$ cat src/ccd_pkg.sv
`default_nettype none
// ----------------------------------------------------------------------------
// ccd_pkg
// shared widths, angle constants and arctangent lookup for the cordic cosine
// ----------------------------------------------------------------------------
package ccd_pkg;

    localparam int DATA_WIDTH      = 16;
    localparam int OUT_WIDTH       = DATA_WIDTH + 2;
    localparam int ITERATIONS      = 11;
    localparam int ANGLE_WIDTH     = 8;
    localparam int ANGLE_FRAC_BITS = 6;
    localparam int Z_WIDTH         = ANGLE_WIDTH + ANGLE_FRAC_BITS;

    localparam logic [ANGLE_WIDTH-1:0] HALF_TURN_DEG    = 8'd180;
    localparam logic [ANGLE_WIDTH-1:0] QUARTER_TURN_DEG = 8'd90;

    // largest residual angle magnitude, 90 degrees in 1/64 degree units
    localparam logic signed [Z_WIDTH-1:0] Z_LIMIT = 14'sd5760;

    // approximately arctan(2^-idx) in 1/64 degree units
    function automatic logic signed [Z_WIDTH-1:0] atan_lut(input int unsigned idx);
        logic signed [Z_WIDTH-1:0] v;
        case (idx)
            0:       v = 14'sd2880;
            1:       v = 14'sd1700;
            2:       v = 14'sd904;
            3:       v = 14'sd456;
            4:       v = 14'sd228;
            5:       v = 14'sd112;
            6:       v = 14'sd56;
            7:       v = 14'sd28;
            8:       v = 14'sd16;
            9:       v = 14'sd7;
            10:      v = 14'sd3;
            default: v = 14'sd0;
        endcase
        return v;
    endfunction

endpackage
`default_nettype wire

$ cat src/cordic_cosine_degrees_unit.sv
`default_nettype none
// ----------------------------------------------------------------------------
// cordic_cosine_degrees_unit
// pipelined rotation-mode cordic returning magnitude times cos(angle)
// ----------------------------------------------------------------------------
// Takes an angle in whole degrees (values above 180 are treated as 180) and a
// signed 16-bit magnitude, and returns an 18-bit signed magnitude * cos(angle).
// The block is a fully unrolled pipeline: one prescale/fold stage, one stage per
// cordic rotation (eleven), and one output stage. A new item can be accepted in
// every cycle in which o_stall is low; an accepted item moves from the
// prescale/fold register through the rotation registers to the output register.
// Each stage moves forward whenever it is empty or the stage after it moves, so
// a stall at the output only holds back items until bubbles are used up. The
// magnitude is prescaled by 0.609375 to offset the cordic gain, so the overall
// gain is about 1.0035 and the result never leaves the output range.
// ----------------------------------------------------------------------------
module cordic_cosine_degrees_unit
    import ccd_pkg::*;
(
    input  wire logic                          i_clk,
    input  wire logic                          i_rst_n,
    input  wire logic                          i_valid,
    output logic                               o_stall,
    input  wire logic        [ANGLE_WIDTH-1:0] i_angle_deg,
    input  wire logic signed [DATA_WIDTH-1:0]  i_magnitude,
    output logic                               o_valid,
    input  wire logic                          i_stall,
    output logic signed      [OUT_WIDTH-1:0]   o_cosine_scaled
);

    // stage s holds the item before rotation s; stage ITERATIONS is after the last
    logic        [ITERATIONS:0]     r_vld;
    logic signed [OUT_WIDTH-1:0]    r_x   [0:ITERATIONS];
    logic signed [OUT_WIDTH-1:0]    r_y   [0:ITERATIONS-1];
    logic signed [Z_WIDTH-1:0]      r_z   [0:ITERATIONS-1];
    logic        [ITERATIONS:0]     r_neg;

    // output register
    logic                           r_out_vld;
    logic signed [OUT_WIDTH-1:0]    r_out;

    // advance enables, one per stage, output stage at the top
    logic        [ITERATIONS+1:0]   w_adv;

    // front end: clamp, fold and prescale
    logic        [ANGLE_WIDTH-1:0]  w_ang_clamp;
    logic                           w_fold;
    logic        [ANGLE_WIDTH-1:0]  w_ang_fold;
    logic signed [OUT_WIDTH-1:0]    w_mag_ext;
    logic signed [OUT_WIDTH-1:0]    n_x0;
    logic signed [Z_WIDTH-1:0]      n_z0;
    logic signed [OUT_WIDTH-1:0]    n_out;

    // ------------------------------------------------------------------------
    // flow control: a stage moves when empty or when its successor moves
    // ------------------------------------------------------------------------
    assign w_adv[ITERATIONS+1] = !r_out_vld || !i_stall;

    for (genvar s = 0; s <= ITERATIONS; s++) begin : g_adv
        assign w_adv[s] = !r_vld[s] || w_adv[s+1];
    end

    assign o_stall = !w_adv[0];
    assign o_valid = r_out_vld;
    assign o_cosine_scaled = r_out;

    // ------------------------------------------------------------------------
    // stage 0: angle clamp and fold into 0..90, magnitude prescale by 0.609375
    // ------------------------------------------------------------------------
    always_comb begin
        w_ang_clamp = (i_angle_deg > HALF_TURN_DEG) ? HALF_TURN_DEG : i_angle_deg;
        // exactly 90 is not folded
        w_fold      = (w_ang_clamp > QUARTER_TURN_DEG);
        w_ang_fold  = w_fold ? (HALF_TURN_DEG - w_ang_clamp) : w_ang_clamp;
        n_z0        = {w_ang_fold, {ANGLE_FRAC_BITS{1'b0}}};
        w_mag_ext   = {{(OUT_WIDTH-DATA_WIDTH){i_magnitude[DATA_WIDTH-1]}}, i_magnitude};
        // 1/2 + 1/16 + 1/32 + 1/64, each term truncated toward minus infinity
        n_x0        = (w_mag_ext >>> 1) + (w_mag_ext >>> 4)
                    + (w_mag_ext >>> 5) + (w_mag_ext >>> 6);
    end

    always_ff @(posedge i_clk) begin
        if (!i_rst_n) begin
            r_vld[0] <= 1'b0;
        end else if (w_adv[0]) begin
            r_vld[0] <= i_valid;
        end
    end

    always_ff @(posedge i_clk) begin
        if (w_adv[0]) begin
            r_x[0]   <= n_x0;
            r_y[0]   <= '0;
            r_z[0]   <= n_z0;
            r_neg[0] <= w_fold;
        end
    end

    // ------------------------------------------------------------------------
    // rotation stages; the residual angle starts non-negative, so its sign
    // alone picks the direction and the first rotation is always positive
    // ------------------------------------------------------------------------
    for (genvar s = 0; s < ITERATIONS; s++) begin : g_rot
        logic                        w_neg_dir;
        logic signed [OUT_WIDTH-1:0] w_ys;
        logic signed [OUT_WIDTH-1:0] n_x;

        assign w_neg_dir = r_z[s][Z_WIDTH-1];
        assign w_ys      = r_y[s] >>> s;
        assign n_x       = w_neg_dir ? (r_x[s] + w_ys) : (r_x[s] - w_ys);

        always_ff @(posedge i_clk) begin
            if (!i_rst_n) begin
                r_vld[s+1] <= 1'b0;
            end else if (w_adv[s+1]) begin
                r_vld[s+1] <= r_vld[s];
            end
        end

        always_ff @(posedge i_clk) begin
            if (w_adv[s+1]) begin
                r_x[s+1]   <= n_x;
                r_neg[s+1] <= r_neg[s];
            end
        end

        // y and the residual angle are not needed after the last rotation
        if (s < ITERATIONS - 1) begin : g_yz
            logic signed [OUT_WIDTH-1:0] w_xs;
            logic signed [OUT_WIDTH-1:0] n_y;
            logic signed [Z_WIDTH-1:0]   n_z;

            assign w_xs = r_x[s] >>> s;
            assign n_y  = w_neg_dir ? (r_y[s] - w_xs) : (r_y[s] + w_xs);
            assign n_z  = w_neg_dir ? (r_z[s] + atan_lut(s)) : (r_z[s] - atan_lut(s));

            always_ff @(posedge i_clk) begin
                if (w_adv[s+1]) begin
                    r_y[s+1] <= n_y;
                    r_z[s+1] <= n_z;
                end
            end
        end
    end

    // ------------------------------------------------------------------------
    // output stage: undo the fold by negating; gain keeps it inside the range
    // ------------------------------------------------------------------------
    assign n_out = r_neg[ITERATIONS] ? -r_x[ITERATIONS] : r_x[ITERATIONS];

    always_ff @(posedge i_clk) begin
        if (!i_rst_n) begin
            r_out_vld <= 1'b0;
        end else if (w_adv[ITERATIONS+1]) begin
            r_out_vld <= r_vld[ITERATIONS];
        end
    end

    always_ff @(posedge i_clk) begin
        if (w_adv[ITERATIONS+1]) begin
            r_out <= n_out;
        end
    end

`ifndef SYNTHESIS
    // input is held back only when every stage is full and the output is stalled
    a_stall_only_when_full: assert property (@(posedge i_clk) disable iff (!i_rst_n)
        o_stall |-> (r_out_vld && i_stall && (&r_vld)))
        else $error("input stalled while pipeline has room");

    // folded angle entering the rotations stays within 0..90 degrees
    a_fold_range: assert property (@(posedge i_clk) disable iff (!i_rst_n)
        r_vld[0] |-> (r_z[0] >= 0 && r_z[0] <= Z_LIMIT))
        else $error("folded angle out of range");

    // residual angle at the last rotation stays bounded
    a_residual_range: assert property (@(posedge i_clk) disable iff (!i_rst_n)
        r_vld[ITERATIONS-1] |-> (r_z[ITERATIONS-1] >= -Z_LIMIT
                                 && r_z[ITERATIONS-1] <= Z_LIMIT))
        else $error("residual angle diverged");
`endif

endmodule
`default_nettype wire
$ cat config.mk
export PLATFORM = sky130hd
export DESIGN_NAME = cordic_cosine_degrees_unit
export DESIGN_NICKNAME = d
export VERILOG_FILES = /design/src/ccd_pkg.sv /design/src/cordic_cosine_degrees_unit.sv
export SDC_FILE = /design/constraint.sdc
export NUM_CORES = 2
export LEC_CHECK = 0
export ABC_CLOCK_PERIOD_IN_PS = 4800
export BUFFER_PORTS_ARGS = -buffer_cell sky130_fd_sc_hd__buf_2
export CAP_MARGIN = 20
export CORE_ASPECT_RATIO = 0.8
export CORE_MARGIN = 2
export CORE_UTILIZATION = 42
export DETAILED_ROUTE_END_ITERATION = 6
export MAX_ROUTING_LAYER = met4
export PLACE_DENSITY = 0.62
export SLEW_MARGIN = 20
export SYNTH_ARGS = -nofsm -noshare
export SYNTH_HDL_FRONTEND = slang
export SYNTH_SLANG_ARGS = --single-unit
$ cat constraint.sdc
create_clock -name i_clk -period 4.8 [get_ports i_clk]
set_input_delay 0.24 -clock i_clk [delete_from_list [all_inputs] [get_ports i_clk]]
set_output_delay 0.24 -clock i_clk [all_outputs]
set_load 0.02 [all_outputs]
Word-level counts from Yosys, hierarchy flattened:

Memories as Yosys holds them, arrays and structs flattened.
Index checks and enable logic that the tools add are counted.

* flip-flop bits (word level): 43
* memory bits (writable): 568
* input port bits: 28
* output and inout port bits: 20
* logic and storage cells: 183
* memories kept: 3

Memory list
* r_x: words 12, width 18, read ports 12, clocked after memory_dff 0, write ports 12, RTL line cordic_cosine_degrees_unit.sv:33 `logic signed [OUT_WIDTH-1:0] r_x [0:ITERATIONS];`
* r_y: words 11, width 18, read ports 11, clocked after memory_dff 0, write ports 11, RTL line cordic_cosine_degrees_unit.sv:34 `logic signed [OUT_WIDTH-1:0] r_y [0:ITERATIONS-1];`
* r_z: words 11, width 14, read ports 11, clocked after memory_dff 0, write ports 11, RTL line cordic_cosine_degrees_unit.sv:35 `logic signed [Z_WIDTH-1:0] r_z [0:ITERATIONS-1];`

* add/subtract/negate cells: 66
* $lt $le $gt $ge: 2
* mux-type cells: 58
* reduce and logical (&&, ||, !) cells: 28

Operators with widths (count)
* $mux 18: 22
* $mux 14: 10
* $add 18x10->18: 2
* $add 18x11->18: 2
* $add 18x12->18: 2
* $add 18x13->18: 2
* $add 18x14->18: 2
* $add 18x15->18: 2
* $add 18x16->18: 2
* $add 18x17->18: 2
* $add 18x9->18: 2
* $sub 18x10->18: 2
* $sub 18x11->18: 2
* $sub 18x12->18: 2
* $sub 18x13->18: 2
* $sub 18x14->18: 2
* $sub 18x15->18: 2
* $sub 18x16->18: 2
* $sub 18x17->18: 2
* $sub 18x18->18: 2
* $sub 18x9->18: 2
* $add 14x6->14 const B: 2
* $sub 14x6->14 const B: 2
* $mux 1: 24
* 29 further kinds: 56

Logic depth before layout (Yosys ltp):

* depth in word-level cells: 16
* mapped depth: 16
* gate-level depth less buffers: 16

Worst setup path before layout:

No wires, ideal clock.

* path kind: input to register
* from: input port i_magnitude[2]
* to: memory r_x[0][15] (netlist name), data pin
* arrival time: 3.373 ns
* required time: 4.542 ns
* path slack: 1.169 ns
* stages: 14
* path through: inv_1 -> fa_1 -> inv_1 -> fa_1 -> ha_1 -> fa_1 -> a21o_1 -> a21oi_1 -> o21ai_0 -> o41ai_2 -> o2111ai_1 -> a21o_1 -> a31oi_1 -> xnor2_1

RTL lines
* start: declaration: RTL line cordic_cosine_degrees_unit.sv:25 `input wire logic signed [DATA_WIDTH-1:0] i_magnitude,`
* end: declaration: RTL line cordic_cosine_degrees_unit.sv:33

==> reports/qor.yml <==
synth_area_leaders: "edfxtp_1, ha_1, xnor2_1"
postCtsSetupBuffers: 0
synth_fa_ha_area_frac: 0.164
drt_iter0_markers: 2216
relSlewSlack: 0.344
hold_viol: 0
synth_common_cells: "edfxtp_1, ha_1, xnor2_1"
seq_area_frac_synth: 0.389
synth_edf_count: 519
area_delta_synth_final_pct: 9.86
utilization: 0.464
num_vias: 29100
setup_viol_count_final: 0
cts_sinks: 532
synth-compound-area-share: 0.164
clockBufferDepth: 3
ys_ff_latch: 532
ff_latch_area_mm2: 0.0158
syn_inst: 3995
synth_top_area_frac: 0.383
yosysMostFrequentCell: "edfxtp_1"
syn_area_mm2: 0.0407
cts.htree.levels: 2
status: "finished clean"
grt.total_usage: 0.184
drtPass1Iterations: 5
holdPathStages: 3
ys.warnings.count: 0
place_area_mm2: 0.0426
finClkSkew_ps: 19.6
r2r_cells: 13
cts_tree: "built"
fill_cells: 8928
setup-tns-final_ps: 0
period_share: 0.851
synth.area.mux_share: 0.0102
cts-root-buf: "clkbuf_16"
syn_area_per_cell_um2: 10.2
hp-class: "input pin to register"
async_flop_share: 0
synthFlopType: "edfxtp_1"
worstPathRequired_ps: 5170
synth_top_family_by_area: "compound AO/OA/AOI/OAI gates"
rsz0062_at_grt: "false"
antenna_left: 0
multi_input_area_mm2: 0.0236
dp_hpwl_mm: 70.4
routed_wl_mm: 89.4
grt_pass1_vias: 27100
port_buffers: 46
post-route-min-period_ps: 4090
viasPerCell: 5.36
io_pins: 48
grt_max_degree: 50
start_util: 0.422
synth-xor-area-share: 0.124
worst_setup_path_start_kind: "register"
stdcell_area_mm2: 0.0447
drive_above_1_share: 0.0580
dpl.cell_count: 5319
cts_buffers: 57
fp.dieW_um: 352
diodes: 0
fin_cells: 5439
worst_pin_slew_ps: 985
worstSetupPathType: "register to register"
synth_area_leader_cell: "edfxtp_1"
fmax_ghz: 0.245
synth_nets: 4527
rows: 102
core_area_mm2: 0.0964
synthSimpleGateAreaFrac: 0.118
crit_fanout: 6
global_route.overflow_total: 0
post_cts_resized: 0
arrival_ps: 4460
place_congestion: 0.901
nets: 4623
avgRoutedWirePerCell_um: 16.4
synth_cell_types: 86
clk_pin_slew_ps: 60
fp.dieH_um: 282
clk_latency_ps: 640
grt_pass1_wl_mm: 145
grt_antenna_before_repair: 1
cap_violations: 0
crit_path_end_kind: "register"
drv_slew: 0
die_area_mm2: 0.0994
drc_errors: 0
-- critical path: stages (launching register included) --
cell      delay, ps
edfxtp_1        400
or3_1           410
or2_2           300
nor3_1          360
inv_1            90
ha_1            290
a21oi_1         170
ha_1            310
and3_1          170
and3_1          200
o41ai_2         440
o21ai_1         220
a221oi_1        340
xnor2_1         120
-- stage by stage --
| step | hold WS [ps] | setup WS, ps |
|---|---|---|
| floorplan | 364 | 1170 |
| global placement | 401 | 715 |
| detailed placement | 406 | 688 |
| CTS | 1.82 | 760 |
| global route | 72.4 | 485 |
| finish | 58.3 | 713 |
-- worst paths after layout --
path,startpoint,to,slack [ps]
hold reg to reg,r_neg[3],r_neg[4],410
hold / removal,i_angle_deg[2],r_z[0][8],60
setup reg to reg,r_y[10][15],r_x[2][71],710
setup / recovery,r_y[10][15],r_x[2][71],710
-- layer usage --
layer	part of all wire	up-vias	routed length [um]	global-route usage
li1	-	14800	-	-
met1	0.51	13600	45900	0.274
met2	0.42	589	37400	0.265
met3	0.051	113	4530	0.0224
met4	0.018	0	1580	0.0380
met5	0	-	0	-
-- cell usage in the layout, fill, tap and decap left out, types with 46 or more instances in the layout --
master     netlist  final
edfxtp_1       519    519
ha_1           456    456
xnor2_1        385    385
a21oi_1        357    357
nor2_1         353    353
inv_1          277    273
xor2_1         191    191
o21ai_0        177    177
nand2_1        150    147
a21o_1         135    135
nor3_1         124    124
o21a_1          65     65
clkbuf_16        0     58
nor2b_1         54     54
a211oi_1        53     53
nand3_1         53     51
o21bai_1        50     50
fa_1            48     48
nand2b_1        46     46
buf_2            4     46
-- layout make-up --
cell class | count | area share
clock inverter | 32 | 0.00943
inverter | 277 | 0.0233
timing repair buffer | 86 | 0.0129
multi-input combinational | 3137 | 0.529
sequential | 532 | 0.355
tap | 1300 | 0.0364
clock buffer | 75 | 0.0348
-- registers in the layout (all words and copies together), names as in the netlist --
signal	flops
r_x	215
r_y	170
r_z	104
o_cosine_scaled	18
r_neg	12
r_vld	12
o_valid	1
-- repair_timing --
item                                   in CTS  in global routing
endpoints found under the hold margin      20                  0
hold buffers                               13                  0
setup endpoints to repair                   0                  0
-- logic make-up after synthesis --
kind of cell / after synthesis
AOI/OAI and AO/OA: 1041
xor gates and xnor gates: 576
adders and majority gates: 504
buffers and inverters: 326
DFF: 532
muxes: 39
other: 1
and+or+nand+nor: 976
Power is not shown: default switching activity piles up to over one toggle a cycle in this logic, so the estimate is an artifact.
